===== src/sv/mso_pkg.sv =====
// Package for the multichannel square oscillator: types, codes and constants.
// Used by every module of the block; depends on nothing.
`default_nettype none
package mso_pkg;

  localparam int unsigned ChannelsDefault   = 4;
  localparam int unsigned SampleRateDefault = 40000;
  localparam logic [15:0] MaxFreqReset      = 16'd4000;
  localparam int unsigned QueueDepth        = 2;

  // Action codes.
  localparam logic [2:0] ActTick  = 3'd0;
  localparam logic [2:0] ActType  = 3'd1;
  localparam logic [2:0] ActEn    = 3'd2;
  localparam logic [2:0] ActFreq  = 3'd3;
  localparam logic [2:0] ActLevel = 3'd4;

  // Wave kinds.
  localparam logic [1:0] KindManual = 2'd0;
  localparam logic [1:0] KindSquare = 2'd1;
  localparam logic [1:0] KindNone   = 2'd3;

  // Status codes.
  localparam logic [1:0] StOk     = 2'd0;
  localparam logic [1:0] StBounds = 2'd1;
  localparam logic [1:0] StFreq   = 2'd2;
  localparam logic [1:0] StType   = 2'd3;

  localparam logic [31:0] TimeNone   = 32'hFFFF_FFFF;
  localparam logic [15:0] PeriodNone = 16'hFFFF;

  typedef struct packed {
    logic [2:0]  action;
    logic [7:0]  channel_index;
    logic [15:0] argument;
  } in_item_t;

  typedef struct packed {
    logic        result_kind;
    logic [2:0]  dac_channel;
    logic [7:0]  dac_level;
    logic [1:0]  status;
    logic        last;
  } out_item_t;

  // Classified request handed from the front to the back.
  typedef enum logic [1:0] {
    OP_TICK,
    OP_REPLY,
    OP_FREQ
  } op_t;

  typedef struct packed {
    op_t         op;
    logic [2:0]  action;
    logic [7:0]  channel_index;
    logic [15:0] argument;
  } cmd_t;

  typedef enum logic [2:0] {
    S_IDLE,
    S_DIV,
    S_SCAN,
    S_EMIT
  } state_t;

endpackage
`default_nettype wire


===== src/sv/mso_front.sv =====
// Front part: accepts requests, classifies them, and queues them for the back.
// Depends on mso_pkg.
`default_nettype none
module mso_front
  import mso_pkg::*;
(
  input  wire logic      clk,
  input  wire logic      rst,
  input  wire logic      in_valid,
  output logic           in_stall,
  input  in_item_t       in_data,
  output logic           q_valid,
  input  wire logic      q_pop,
  output cmd_t           q_head
);

  localparam int unsigned PtrW = $clog2(QueueDepth);

  cmd_t             mem [QueueDepth];
  logic [PtrW-1:0]  wr_ptr;
  logic [PtrW-1:0]  rd_ptr;
  logic [PtrW:0]    count;
  cmd_t             cls;
  logic             push;
  logic             pop;

  // Classify the incoming request; unknown actions are dropped by the push condition.
  always_comb begin
    cls.action        = in_data.action;
    cls.channel_index = in_data.channel_index;
    cls.argument      = in_data.argument;
    if (in_data.action == ActTick) begin
      cls.op = OP_TICK;
    end else if (in_data.action == ActFreq) begin
      cls.op = OP_FREQ;
    end else begin
      cls.op = OP_REPLY;
    end
  end

  assign in_stall = (count == (PtrW+1)'(QueueDepth));
  assign pop      = q_pop && (count != '0);
  assign push     = in_valid && !in_stall && (in_data.action <= ActLevel);
  assign q_valid  = (count != '0);
  assign q_head   = mem[rd_ptr];

  // Queue storage.
  always_ff @(posedge clk) begin
    if (push) begin
      mem[wr_ptr] <= cls;
    end
  end

  // Queue pointers.
  always_ff @(posedge clk) begin
    if (rst) begin
      wr_ptr <= '0;
      rd_ptr <= '0;
      count  <= '0;
    end else begin
      if (push) begin
        wr_ptr <= wr_ptr + 1'b1;
      end
      if (pop) begin
        rd_ptr <= rd_ptr + 1'b1;
      end
      count <= count + (PtrW+1)'(push) - (PtrW+1)'(pop);
    end
  end

endmodule
`default_nettype wire


===== src/sv/mso_div.sv =====
// Restoring divider: quotient of a 16-bit constant over a 16-bit divisor.
// Depends on mso_pkg; one quotient bit a cycle, done holds until the next start.
`default_nettype none
module mso_div
  import mso_pkg::*;
#(
  parameter int unsigned SAMPLE_RATE = SampleRateDefault
) (
  input  wire logic        clk,
  input  wire logic        rst,
  input  wire logic        start,
  input  wire logic [15:0] divisor,
  output logic             done,
  output logic [15:0]      quotient
);

  logic [15:0] rem;
  logic [15:0] quo;
  logic [15:0] dvs;
  logic [4:0]  cnt;
  logic        busy;
  logic [16:0] trial;

  assign trial    = {rem, quo[15]} - {1'b0, dvs};
  assign quotient = quo;

  // One shift-subtract step a cycle.
  always_ff @(posedge clk) begin
    if (rst) begin
      busy <= 1'b0;
      done <= 1'b0;
      cnt  <= '0;
    end else begin
      if (start) begin
        busy <= 1'b1;
        done <= 1'b0;
        cnt  <= 5'd16;
        rem  <= '0;
        quo  <= 16'(SAMPLE_RATE);
        dvs  <= divisor;
      end else if (busy) begin
        if (!trial[16]) begin
          rem <= trial[15:0];
          quo <= {quo[14:0], 1'b1};
        end else begin
          rem <= {rem[14:0], quo[15]};
          quo <= {quo[14:0], 1'b0};
        end
        cnt <= cnt - 1'b1;
        if (cnt == 5'd1) begin
          busy <= 1'b0;
          done <= 1'b1;
        end
      end
    end
  end

endmodule
`default_nettype wire


===== src/sv/mso_back.sv =====
// Back part: channel state, command execution and the tick scan.
// Depends on mso_pkg and mso_div.
`default_nettype none
module mso_back
  import mso_pkg::*;
#(
  parameter int unsigned CHANNELS    = ChannelsDefault,
  parameter int unsigned SAMPLE_RATE = SampleRateDefault
) (
  input  wire logic        clk,
  input  wire logic        rst,
  input  wire logic [15:0] max_frequency,
  input  wire logic        q_valid,
  input  cmd_t             q_head,
  output logic             q_pop,
  output logic             out_valid,
  input  wire logic        out_stall,
  output out_item_t        out_data,
  output logic             idle
);

  localparam int unsigned ChW = (CHANNELS > 1) ? $clog2(CHANNELS) : 1;

  state_t      state;
  state_t      state_next;
  logic [31:0] sample_counter;
  logic [1:0]  wave_kind      [CHANNELS];
  logic        channel_enabled[CHANNELS];
  logic [7:0]  manual_level   [CHANNELS];
  logic [15:0] square_period  [CHANNELS];
  logic [31:0] next_low_time  [CHANNELS];
  logic [31:0] next_high_time [CHANNELS];

  cmd_t        cur;
  logic [ChW-1:0] scan;
  logic [3:0]  scan_cnt;
  logic        pend_valid;
  out_item_t   pend;
  logic        div_start;
  logic        div_done;
  logic [15:0] quotient;

  logic        out_free;
  logic        in_range;
  logic [ChW-1:0] chi;
  logic [1:0]  status_c;
  logic        cmd_last_scan;
  logic        hit_low;
  logic        hit_high;
  logic        hit;
  logic        scan_go;
  logic        emit;
  out_item_t   emit_data;

  assign out_free = !out_valid || !out_stall;
  assign in_range = ({24'd0, q_head.channel_index} < 32'(CHANNELS));
  assign chi      = q_head.channel_index[ChW-1:0];
  assign idle     = (state == S_IDLE) && !q_valid && !out_valid && !pend_valid;

  mso_div #(.SAMPLE_RATE(SAMPLE_RATE)) u_div (
    .clk      (clk),
    .rst      (rst),
    .start    (div_start),
    .divisor  (q_head.argument),
    .done     (div_done),
    .quotient (quotient)
  );

  // Status of a non-tick command at the queue head.
  always_comb begin
    status_c = StOk;
    if (!in_range) begin
      status_c = StBounds;
    end else begin
      unique case (q_head.action)
        ActType: begin
          if (q_head.argument > 16'(KindSquare)) begin
            status_c = StType;
          end else if ({14'd0, wave_kind[chi]} == q_head.argument) begin
            status_c = StType;
          end
        end
        ActFreq: begin
          if (q_head.argument == '0 || q_head.argument > max_frequency) begin
            status_c = StFreq;
          end else if (wave_kind[chi] != KindSquare) begin
            status_c = StType;
          end
        end
        ActLevel: begin
          if (wave_kind[chi] != KindManual) begin
            status_c = StType;
          end
        end
        default: status_c = StOk;
      endcase
    end
  end

  // Edge tests of the channel under scan.
  assign hit_low  = channel_enabled[scan] && (wave_kind[scan] == KindSquare) &&
                    (next_low_time[scan] <= sample_counter);
  assign hit_high = channel_enabled[scan] && (wave_kind[scan] == KindSquare) &&
                    (next_high_time[scan] <= sample_counter);
  assign hit = (channel_enabled[scan] && wave_kind[scan] == KindManual) ||
               hit_low || hit_high;
  assign cmd_last_scan = (scan_cnt == 4'(CHANNELS - 1));
  // The scan waits while a new hit finds a held write that cannot move to a full output register.
  assign scan_go = !(hit && pend_valid) || out_free;

  // Next state.
  always_comb begin
    state_next = state;
    unique case (state)
      S_IDLE: begin
        if (q_valid && out_free) begin
          if (q_head.op == OP_TICK) begin
            state_next = S_SCAN;
          end else if (q_head.op == OP_FREQ && status_c == StOk) begin
            state_next = S_DIV;
          end
        end
      end
      S_DIV:  if (div_done && out_free) state_next = S_IDLE;
      S_SCAN: if (cmd_last_scan && scan_go) state_next = S_EMIT;
      S_EMIT: if (out_free) state_next = S_IDLE;
      default: state_next = S_IDLE;
    endcase
  end

  // Control outputs.
  always_comb begin
    q_pop     = (state == S_IDLE) && q_valid && out_free;
    div_start = (state == S_IDLE) && q_valid && out_free &&
                q_head.op == OP_FREQ && status_c == StOk;
  end

  // Result loaded into the output register this cycle.
  always_comb begin
    emit      = 1'b0;
    emit_data = pend;
    unique case (state)
      S_IDLE: begin
        if (q_valid && out_free && q_head.op != OP_TICK &&
            !(q_head.op == OP_FREQ && status_c == StOk)) begin
          emit      = 1'b1;
          emit_data = '{result_kind: 1'b0, dac_channel: '0, dac_level: '0,
                        status: status_c, last: 1'b1};
        end
      end
      S_DIV: begin
        if (div_done && out_free) begin
          emit      = 1'b1;
          emit_data = '{result_kind: 1'b0, dac_channel: '0, dac_level: '0,
                        status: StOk, last: 1'b1};
        end
      end
      S_SCAN: begin
        if (hit && pend_valid && out_free) begin
          emit = 1'b1;
        end
      end
      S_EMIT: begin
        if (out_free && pend_valid) begin
          emit           = 1'b1;
          emit_data.last = 1'b1;
        end
      end
      default: ;
    endcase
  end

  always_ff @(posedge clk) begin
    if (rst) begin
      state <= S_IDLE;
    end else begin
      state <= state_next;
    end
  end

  // Output register.
  always_ff @(posedge clk) begin
    if (rst) begin
      out_valid <= 1'b0;
    end else begin
      out_valid <= emit || (out_valid && out_stall);
      if (emit) begin
        out_data <= emit_data;
      end
    end
  end

  // Datapath: channel state and held DAC write.
  always_ff @(posedge clk) begin
    if (rst) begin
      pend_valid     <= 1'b0;
      sample_counter <= '0;
      scan           <= '0;
      scan_cnt       <= '0;
      for (int i = 0; i < CHANNELS; i++) begin
        wave_kind[i]       <= KindNone;
        channel_enabled[i] <= 1'b0;
        manual_level[i]    <= '0;
        square_period[i]   <= PeriodNone;
        next_low_time[i]   <= TimeNone;
        next_high_time[i]  <= TimeNone;
      end
    end else begin
      unique case (state)
        S_IDLE: begin
          if (q_valid && out_free) begin
            cur <= q_head;
            if (q_head.op == OP_TICK) begin
              sample_counter <= sample_counter + 1'b1;
              scan           <= '0;
              scan_cnt       <= '0;
              pend_valid     <= 1'b0;
            end else if (!(q_head.op == OP_FREQ && status_c == StOk)) begin
              if (status_c == StOk) begin
                unique case (q_head.action)
                  ActType: begin
                    channel_enabled[chi] <= 1'b0;
                    wave_kind[chi]       <= q_head.argument[1:0];
                    if (q_head.argument[1:0] == KindManual) begin
                      manual_level[chi] <= '0;
                    end else begin
                      square_period[chi]  <= PeriodNone;
                      next_low_time[chi]  <= TimeNone;
                      next_high_time[chi] <= TimeNone;
                    end
                  end
                  ActEn:    channel_enabled[chi] <= (q_head.argument != '0);
                  ActLevel: manual_level[chi]    <= q_head.argument[7:0];
                  default:  ;
                endcase
              end
            end
          end
        end
        S_DIV: begin
          if (div_done && out_free) begin
            square_period[cur.channel_index[ChW-1:0]]  <= quotient;
            next_low_time[cur.channel_index[ChW-1:0]]  <=
              sample_counter + {17'd0, quotient[15:1]};
            next_high_time[cur.channel_index[ChW-1:0]] <=
              sample_counter + {16'd0, quotient};
          end
        end
        S_SCAN: begin
          // One channel a cycle while scan_go holds; a write is held until the next is known.
          if (scan_go) begin
            if (hit) begin
              if (hit_low) begin
                next_low_time[scan] <= next_low_time[scan] + {16'd0, square_period[scan]};
              end else if (hit_high) begin
                next_high_time[scan] <= next_high_time[scan] +
                                        {16'd0, square_period[scan]};
              end
              pend_valid <= 1'b1;
              pend <= '{result_kind: 1'b1, dac_channel: 3'(scan),
                        dac_level: (wave_kind[scan] == KindManual) ? manual_level[scan] :
                                   (hit_low ? 8'h00 : 8'hFF),
                        status: StOk, last: 1'b0};
            end
            scan     <= scan + 1'b1;
            scan_cnt <= scan_cnt + 1'b1;
          end
        end
        S_EMIT: begin
          if (out_free) begin
            pend_valid <= 1'b0;
          end
        end
        default: ;
      endcase
    end
  end

endmodule
`default_nettype wire


===== src/sv/multichannel_square_oscillator_unit.sv =====
// Top level of the multichannel square oscillator: front, queue, back, config.
// Depends on mso_pkg, mso_front and mso_back.
//
//  Channel  | Signals                      | Direction | Moves
//  in       | in_valid, in_stall, in_data  | into      | one request
//  out      | out_valid, out_stall, out_data | out of  | one result
//  cfg      | cfg_valid, cfg_ready, cfg_data | into    | max_frequency
//
// A frequency command runs the 16-step divider before its reply.
// A tick scan visits one channel per cycle except while the output stalls it.
// Reset (rst, synchronous) clears all channel state at once; no clearing pass.
// A stalled output holds the back; the two-entry queue keeps the front going.
`default_nettype none
module multichannel_square_oscillator_unit
  import mso_pkg::*;
#(
  parameter int unsigned CHANNELS    = ChannelsDefault,
  parameter int unsigned SAMPLE_RATE = SampleRateDefault
) (
  input  wire logic        clk,
  input  wire logic        rst,
  input  wire logic        in_valid,
  output logic             in_stall,
  input  in_item_t         in_data,
  output logic             out_valid,
  input  wire logic        out_stall,
  output out_item_t        out_data,
  input  wire logic        cfg_valid,
  output logic             cfg_ready,
  input  wire logic [15:0] cfg_data
);

  logic        q_valid;
  logic        q_pop;
  cmd_t        q_head;
  logic [15:0] max_frequency;
  logic        idle;

  assign cfg_ready = 1'b1;

  // Configuration register.
  always_ff @(posedge clk) begin
    if (rst) begin
      max_frequency <= MaxFreqReset;
    end else if (cfg_valid && cfg_ready) begin
      max_frequency <= cfg_data;
    end
  end

  mso_front u_front (
    .clk      (clk),
    .rst      (rst),
    .in_valid (in_valid),
    .in_stall (in_stall),
    .in_data  (in_data),
    .q_valid  (q_valid),
    .q_pop    (q_pop),
    .q_head   (q_head)
  );

  mso_back #(.CHANNELS(CHANNELS), .SAMPLE_RATE(SAMPLE_RATE)) u_back (
    .clk           (clk),
    .rst           (rst),
    .max_frequency (max_frequency),
    .q_valid       (q_valid),
    .q_head        (q_head),
    .q_pop         (q_pop),
    .out_valid     (out_valid),
    .out_stall     (out_stall),
    .out_data      (out_data),
    .idle          (idle)
  );

`ifndef ASSERT_OFF
  // A status reply always closes its request.
  assert property (@(posedge clk) disable iff (rst)
    out_valid && !out_data.result_kind |-> out_data.last)
    else $error("status reply without last");
  // DAC writes name an existing channel.
  assert property (@(posedge clk) disable iff (rst)
    out_valid && out_data.result_kind |-> 32'(out_data.dac_channel) < CHANNELS)
    else $error("DAC write to missing channel");
  // An idle block holds no result.
  assert property (@(posedge clk) disable iff (rst)
    idle |-> !out_valid)
    else $error("idle with pending result");
`endif

endmodule
`default_nettype wire


===== config.mk =====
export PLATFORM = sky130hd
export DESIGN_NAME = multichannel_square_oscillator_unit
export DESIGN_NICKNAME = d
export VERILOG_FILES = /design/src/sv/mso_pkg.sv /design/src/sv/mso_front.sv /design/src/sv/mso_div.sv /design/src/sv/mso_back.sv /design/src/sv/multichannel_square_oscillator_unit.sv
export SDC_FILE = /design/constraint.sdc
export NUM_CORES = 1
export LEC_CHECK = 0
export BUFFER_PORTS_ARGS = -buffer_cell sky130_fd_sc_hd__clkbuf_2
export CORE_MARGIN = 1.5
export CORE_UTILIZATION = 45
export CTS_CLUSTER_DIAMETER = 50
export CTS_CLUSTER_SIZE = 12
export DETAILED_ROUTE_END_ITERATION = 7
export HOLD_SLACK_MARGIN = 0.08
export PLACE_DENSITY = 0.63
export SETUP_SLACK_MARGIN = 0.15
export SYNTH_ARGS = -nofsm -noshare
export SYNTH_HDL_FRONTEND = slang
export SYNTH_SLANG_ARGS = --single-unit
export TNS_END_PERCENT = 1

===== constraint.sdc =====
create_clock -name clk -period 9 [get_ports clk]
set_clock_uncertainty 0.2 [all_clocks]
set_input_delay 0.45 -clock clk [delete_from_list [all_inputs] [get_ports clk]]
set_output_delay 0.45 -clock clk [all_outputs]
set_load 0.02 [all_outputs]

### Yosys cells after proc, flatten, opt, wreduce, memory -nomap -nowiden

Memory sizes are Yosys's and may differ from the RTL's. A register that Yosys moved wholly into a read port is not among the register bits.
Index checks and enable logic that the tools add are counted.
W data, S select, Z words.

| cells by class | value |
|---|---|
| add/subtract/negate cells | 13 |
| $lt $le $gt $ge | 6 |
| equality and inequality tests | 23 |
| mux-type cells | 161 |
| bitwise logic cells | 3 |
| reduce and logical (&&, ||, !) cells | 68 |

Operators by type and width:

| operator | number |
|---|---|
| $mux W32 | 6 |
| $reduce_or A32 Y1 | 6 |
| $add A32 B16 Y32 | 3 |
| $mux W1 | 90 |
| $mux W16 | 5 |
| $mux W2 | 35 |
| $le A32 B32 Y1 | 2 |
| $add A32 B1 Y32 const B | 1 |
| $add A32 B15 Y32 | 1 |
| $mux W8 | 4 |
| $reduce_or A16 Y1 | 2 |
| $mux W15 | 2 |
| $pmux W14 S2 | 1 |
| $logic_and A1 B1 Y1 | 21 |
| $mux W3 | 6 |
| $sub A17 B16 Y17 | 1 |
| $eq A2 B16 Y1 | 1 |
| $gt A16 B1 Y1 const B | 1 |
| $gt A16 B16 Y1 | 1 |
| $logic_not A16 Y1 | 1 |
| $reduce_bool A16 Y1 | 1 |
| $eq A3 B2 Y1 const B | 5 |
| $mux W4 | 3 |
| $ne A2 B1 Y1 const B | 6 |
| other kinds (39) | 69 |

| word-level totals | value |
|---|---|
| bits in registers | 145 |
| memory bits (writable) | 422 |
| input bits | 48 |
| output and inout bits | 18 |
| logic and storage cells | 306 |
| memories | 7 |

Memories:

| name | words | bits a word | read ports | clocked after Yosys merged registers in | write ports | RTL line | source |
|---|---|---|---|---|---|---|---|
| u_back.next_high_time | 4 | 32 | 1 | 1 | 4 | mso_back.sv:32 | `logic [31:0] next_high_time [CHANNELS];` |
| u_back.next_low_time | 4 | 32 | 1 | 1 | 4 | mso_back.sv:31 | `logic [31:0] next_low_time [CHANNELS];` |
| u_back.square_period | 4 | 16 | 1 | 1 | 4 | mso_back.sv:30 | `logic [15:0] square_period [CHANNELS];` |
| u_front.mem | 2 | 29 | 1 | 1 | 1 | mso_front.sv:19 | `cmd_t mem [QueueDepth];` |
| u_back.manual_level | 4 | 8 | 1 | 1 | 4 | mso_back.sv:29 | `logic [7:0] manual_level [CHANNELS];` |
| u_back.wave_kind | 4 | 2 | 2 | 1 | 4 | mso_back.sv:27 | `logic [1:0] wave_kind [CHANNELS];` |
| 1 more memories | -- | -- | -- | -- | -- | -- |  |

### Depth between registers and ports, before layout

An unclocked memory read counts as a cell.

| logic depth | value |
|---|---|
| depth after elaboration | 18 |
| depth in mapped cells | 20 |
| gate-level depth less buffers | 13 |

### By module

A second synthesis with hierarchy kept.

| second synthesis, totals | value |
|---|---|
| cells, all modules | 2,751 |
| area total of the unflattened synthesis | 31,923.1 um^2 |

By module, submodules not included:

| module | times used | cells an instance | area each (um^2) | seq. area each (um^2) |
|---|---|---|---|---|
| mso_back | 1 | 2,304 | 25,831.0 | 12,592.1 |
| mso_div | 1 | 272 | 3,055.4 | 1,581.5 |
| mso_front | 1 | 121 | 2,424.8 | 1,841.8 |
| multichannel_square_oscillator_unit | 1 | 54 | 611.8 | 320.3 |

### Least setup slack after synthesis

No wires, ideal clock.

| timing path | value |
|---|---|
| kind | register to register |
| from | reg (tool-made name) |
| to | mem u_back.next_low_time[3][0], enable pin |
| library setup time | 0.468 ns |
| arrival time | 7.320 ns |
| data required time | 8.332 ns |
| setup slack | 1.012 ns |
| cell stages (with the launch flop) | 18 |
| buffers on the path | 8 |
| clock period less this slack | 7.988 ns |
| path through | dfxtp_1 -> buf_2 -> buf_2 -> buf_2 -> buf_2 -> buf_2 -> buf_1 -> mux4_2 -> ha_1 -> nand4_1 -> a2111oi_0 -> a211oi_1 -> o221ai_1 -> a211o_1 -> clkbuf_1 -> buf_1 -> a21oi_1 -> nor3b_1 |

RTL lines:

| item | RTL line |
|---|---|
| to (decl) | mso_back.sv:31 |

==> impl_metrics.env <==
export IMPL_max_freq_mhz=162
export IMPL_num_io_pins=66
export IMPL_hold_class="input pin to flip-flop"
export IMPL_die_h_um=264
export IMPL_rr_worst_depth=11
export IMPL_p_comb_share_pct=9.9
export IMPL_syn_area_per_cell_um2=11.5
export IMPL_p_clk_share_pct=43.4
export IMPL_p_int_uw=4810
export IMPL_dpl_cell_area_um2=31900
export IMPL_synth_compound_area_share_pct=9.22
export IMPL_critical_path_class="flip-flop to flip-flop"
export IMPL_cp_max_fo=33
export IMPL_coreArea_um2=67200
export IMPL_postCtsSetupBuffers=0
export IMPL_relSlewSlack_pct=24.0
export IMPL_die_width_um=264
export IMPL_synthXorXnorAreaFrac_pct=4.35
export IMPL_period_needed_ns=6.17
export IMPL_clock_path_buffers=3
export IMPL_postLayoutCellArea_um2=34600
export IMPL_cp_arrival_ns=6.21
export IMPL_sequentialPowerShare_pct=46.6
export IMPL_hold_depth=4
export IMPL_gp_congestion=0.943
export IMPL_remaining_drc_errors=0
export IMPL_ant_nets=0
export IMPL_power_uw=6410
export IMPL_cts_num_sinks=568
export IMPL_antenna_found_initial=2
export IMPL_io_buffers=63
export IMPL_layout_worst_path_cycle_share_pct=68.6
export IMPL_routed_wl_um=79800
export IMPL_ys_types=85
export IMPL_regArea_um2=16300
export IMPL_initial_core_util_pct=45.5
export IMPL_end_kind="flip-flop"
export IMPL_root_buffer="clkbuf_16"
export IMPL_final_cell_mix="edfxtp_1 (496), nand2_1 (325), nor2_1 (225)"
export IMPL_hold_viol_final=0
export IMPL_switching_share_pct=25.0
export IMPL_fillerInstances=5687
export IMPL_rows=95
export IMPL_diodes=0
export IMPL_cts_buffers=70
export IMPL_cp_start_kind="flip-flop"
export IMPL_h_tree_depth=3
export IMPL_gr_usage_all_layers_pct=23.0
export IMPL_wire_per_inst_um=21.6
export IMPL_syn_inst=2661
export IMPL_via_per_inst=5.84
export IMPL_maxCapViolations=0
export IMPL_multi_input_area_um2=13000
export IMPL_tightest_slew_ns=1.13
export IMPL_grt_pass1_vias=21400
export IMPL_hold_end="u_front.wr_ptr"
export IMPL_grt_overflow=0
export IMPL_area_growth_pct=13.1
export IMPL_status="finished clean"
export IMPL_ys_ff_latch=568
export IMPL_synth_edf_count=496
export IMPL_async_flop_share_pct=0
export IMPL_clkTransAtPathRegs_ns=0.06
export IMPL_initialDrtViolationCount=2022
export IMPL_num_vias=21600
export IMPL_drive_gt1_share_pct=12.3
export IMPL_syn_cell_area_um2=30600
export IMPL_ir_drop_uv=160
export IMPL_mappedNetlistNets=2879
export IMPL_synthFlopType="edfxtp_1"
export IMPL_grt_max_degree=71
export IMPL_required_ns=9.04
export IMPL_r2r_end="u_back.next_high_time[0][19]"
export IMPL_power_density_nw_per_um2=185
export IMPL_drv_slew=0
export IMPL_ys_seq_area_share_pct=53.4
export IMPL_synthMuxAreaShare_pct=8.56
export IMPL_hpwl_um=55800
export IMPL_hold_start="in_valid"
export IMPL_r2r_slack_ns=2.83
export IMPL_setup_viol=0
export IMPL_rsz0062_at_grt="false"
export IMPL_first_pass_iters=5
export IMPL_cts_tree="done"
export IMPL_clock_latency_ns=0.62
export IMPL_grt_pass1_wl_um=123000
export IMPL_synth_top_family_by_area="simple AND/OR/NAND/NOR gates"
export IMPL_synth_warnings=0
export IMPL_final_common_cell="edfxtp_1"
export IMPL_synth_fa_ha_area_share_pct=7.08
export IMPL_dieArea_um2=69500
export IMPL_power_leakage_uw=0.0109
export IMPL_fin_tns_setup_ns=0
export IMPL_switchingPower_uw=1600
export IMPL_nets=2989
export IMPL_yosys_area_share_simple_pct=13.1
critical path: stages, from the launching register on:
cell and delay [ns]:
dfxtp_4 0.80, buf_4 0.43, mux4_2 0.63, ha_1 0.22, a2111oi_0 0.38, o311ai_0 0.21, a221o_1 0.43, o21ai_1 0.64
and3_1 0.35, a31o_2 0.81, nand2b_1 0.19, buf_4 0.45
flip-flops by register name, summed over array words and instances, names as in the netlist, 4 cells and up, named ones only:
name and count:
u_back.sample_counter 32, u_back.wave_kind 8, u_back.channel_enabled 4, u_front.mem 58
u_back.square_period 64, u_back.u_div.dvs 16, u_back.scan_cnt 4, u_back.u_div.cnt 5
u_back.u_div.quotient 16, u_back.pend 10, u_back.u_div.rem 16, u_back.next_high_time 128
u_back.next_low_time 128, max_frequency 16, u_back.out_data 14, u_back.manual_level 32
through the flow:
step	utilization, %	instances	hold slack, ns	worst slack (ns)
5_1_grt	51.5	3694	0.217	2.42
3_3_place_gp	47.4	3528	0.259	2.86
2_1_floorplan	-	2661	0.203	1.01
6_report	51.5	3694	0.154	2.83
4_1_cts	51.5	3694	0.133	2.73
3_5_place_dp	47.4	3528	0.276	2.74
cell type report:
type | instances | area share [%]
clock inverters | 34 | 1.19
repair buffers | 141 | 2.97
multi-input cells | 1771 | 37.6
flip-flops and latches | 568 | 47.3
clock buffers | 88 | 5.41
inverters | 219 | 2.38
well taps | 873 | 3.16
worst max path at each step:
stage | startpoint | end
2_1_floorplan | flip-flop | u_back.next_low_time[3][0]
3_3_place_gp | flip-flop | u_back.next_high_time[0][23]
3_5_place_dp | flip-flop | u_back.next_high_time[0][23]
4_1_cts | flip-flop | u_back.next_high_time[0][25]
5_1_grt | flip-flop | u_back.next_high_time[1][20]
6_report | flip-flop | u_back.next_high_time[0][19]
Yosys cell counts (8+ instances only):
library cell	count	area [µm²]
a211oi_1	19	143
a21o_1	26	195
a21oi_1	94	470
a31oi_1	16	100
and2_1	20	125
and3_1	15	93.8
and4_1	8	70.1
buf_1	10	37.5
buf_2	31	155
clkbuf_1	54	203
dfxtp_1	72	1440
edfxtp_1	496	14900
ha_1	165	2060
inv_1	216	811
mux2_2	11	124
mux2i_1	43	430
mux4_2	91	2050
nand2_1	326	1220
nand2b_1	18	113
nand3_1	64	320
nand4_1	42	263
nor2_1	229	860
nor2b_1	26	163
nor3_1	38	190
nor3b_1	11	82.6
nor4_1	16	100
o211ai_1	29	218
o21a_1	20	150
o21ai_0	78	390
o21ai_1	9	45.0
o21bai_1	9	67.6
o22ai_1	56	350
or2_2	10	62.6
or3_1	13	81.3
or4_1	10	75.1
xnor2_1	131	1150
xor2_1	21	184
power groups by stage:
stage                     registers, µW  clock network (µW)  logic, µW
after global routing               3000                2930        697
after floorplan                    3030                   0        428
final                              2990                2780        638
after CTS                          2990                2830        644
after global placement             3040                   0        609
after detailed placement           3050                   0        624
logic make-up after synthesis:
group / count (synthesis)
xor+xnor: 152
buf+inv: 322
fa+ha+maj: 170
simple gates: 870
flops: 568
mux: 146
other cells: 2
compound gates: 431
repair_timing:
item	CTS	global route
setup endpoints to repair	0	0
resized for setup	0	0
hold buffers	44	0
endpoints found under the hold margin	77	0
metal layers:
layer / vias to the layer above / track usage [%] / wire, µm
li1: 9986 / - / -
met1: 10500 / 32.6 / 34900
met2: 886 / 35.3 / 35700
met3: 138 / 4.06 / 6590
met4: 4 / 8.59 / 2510
met5: - / 0 / 27
Note: power is estimated with default switching activity, not from simulation.
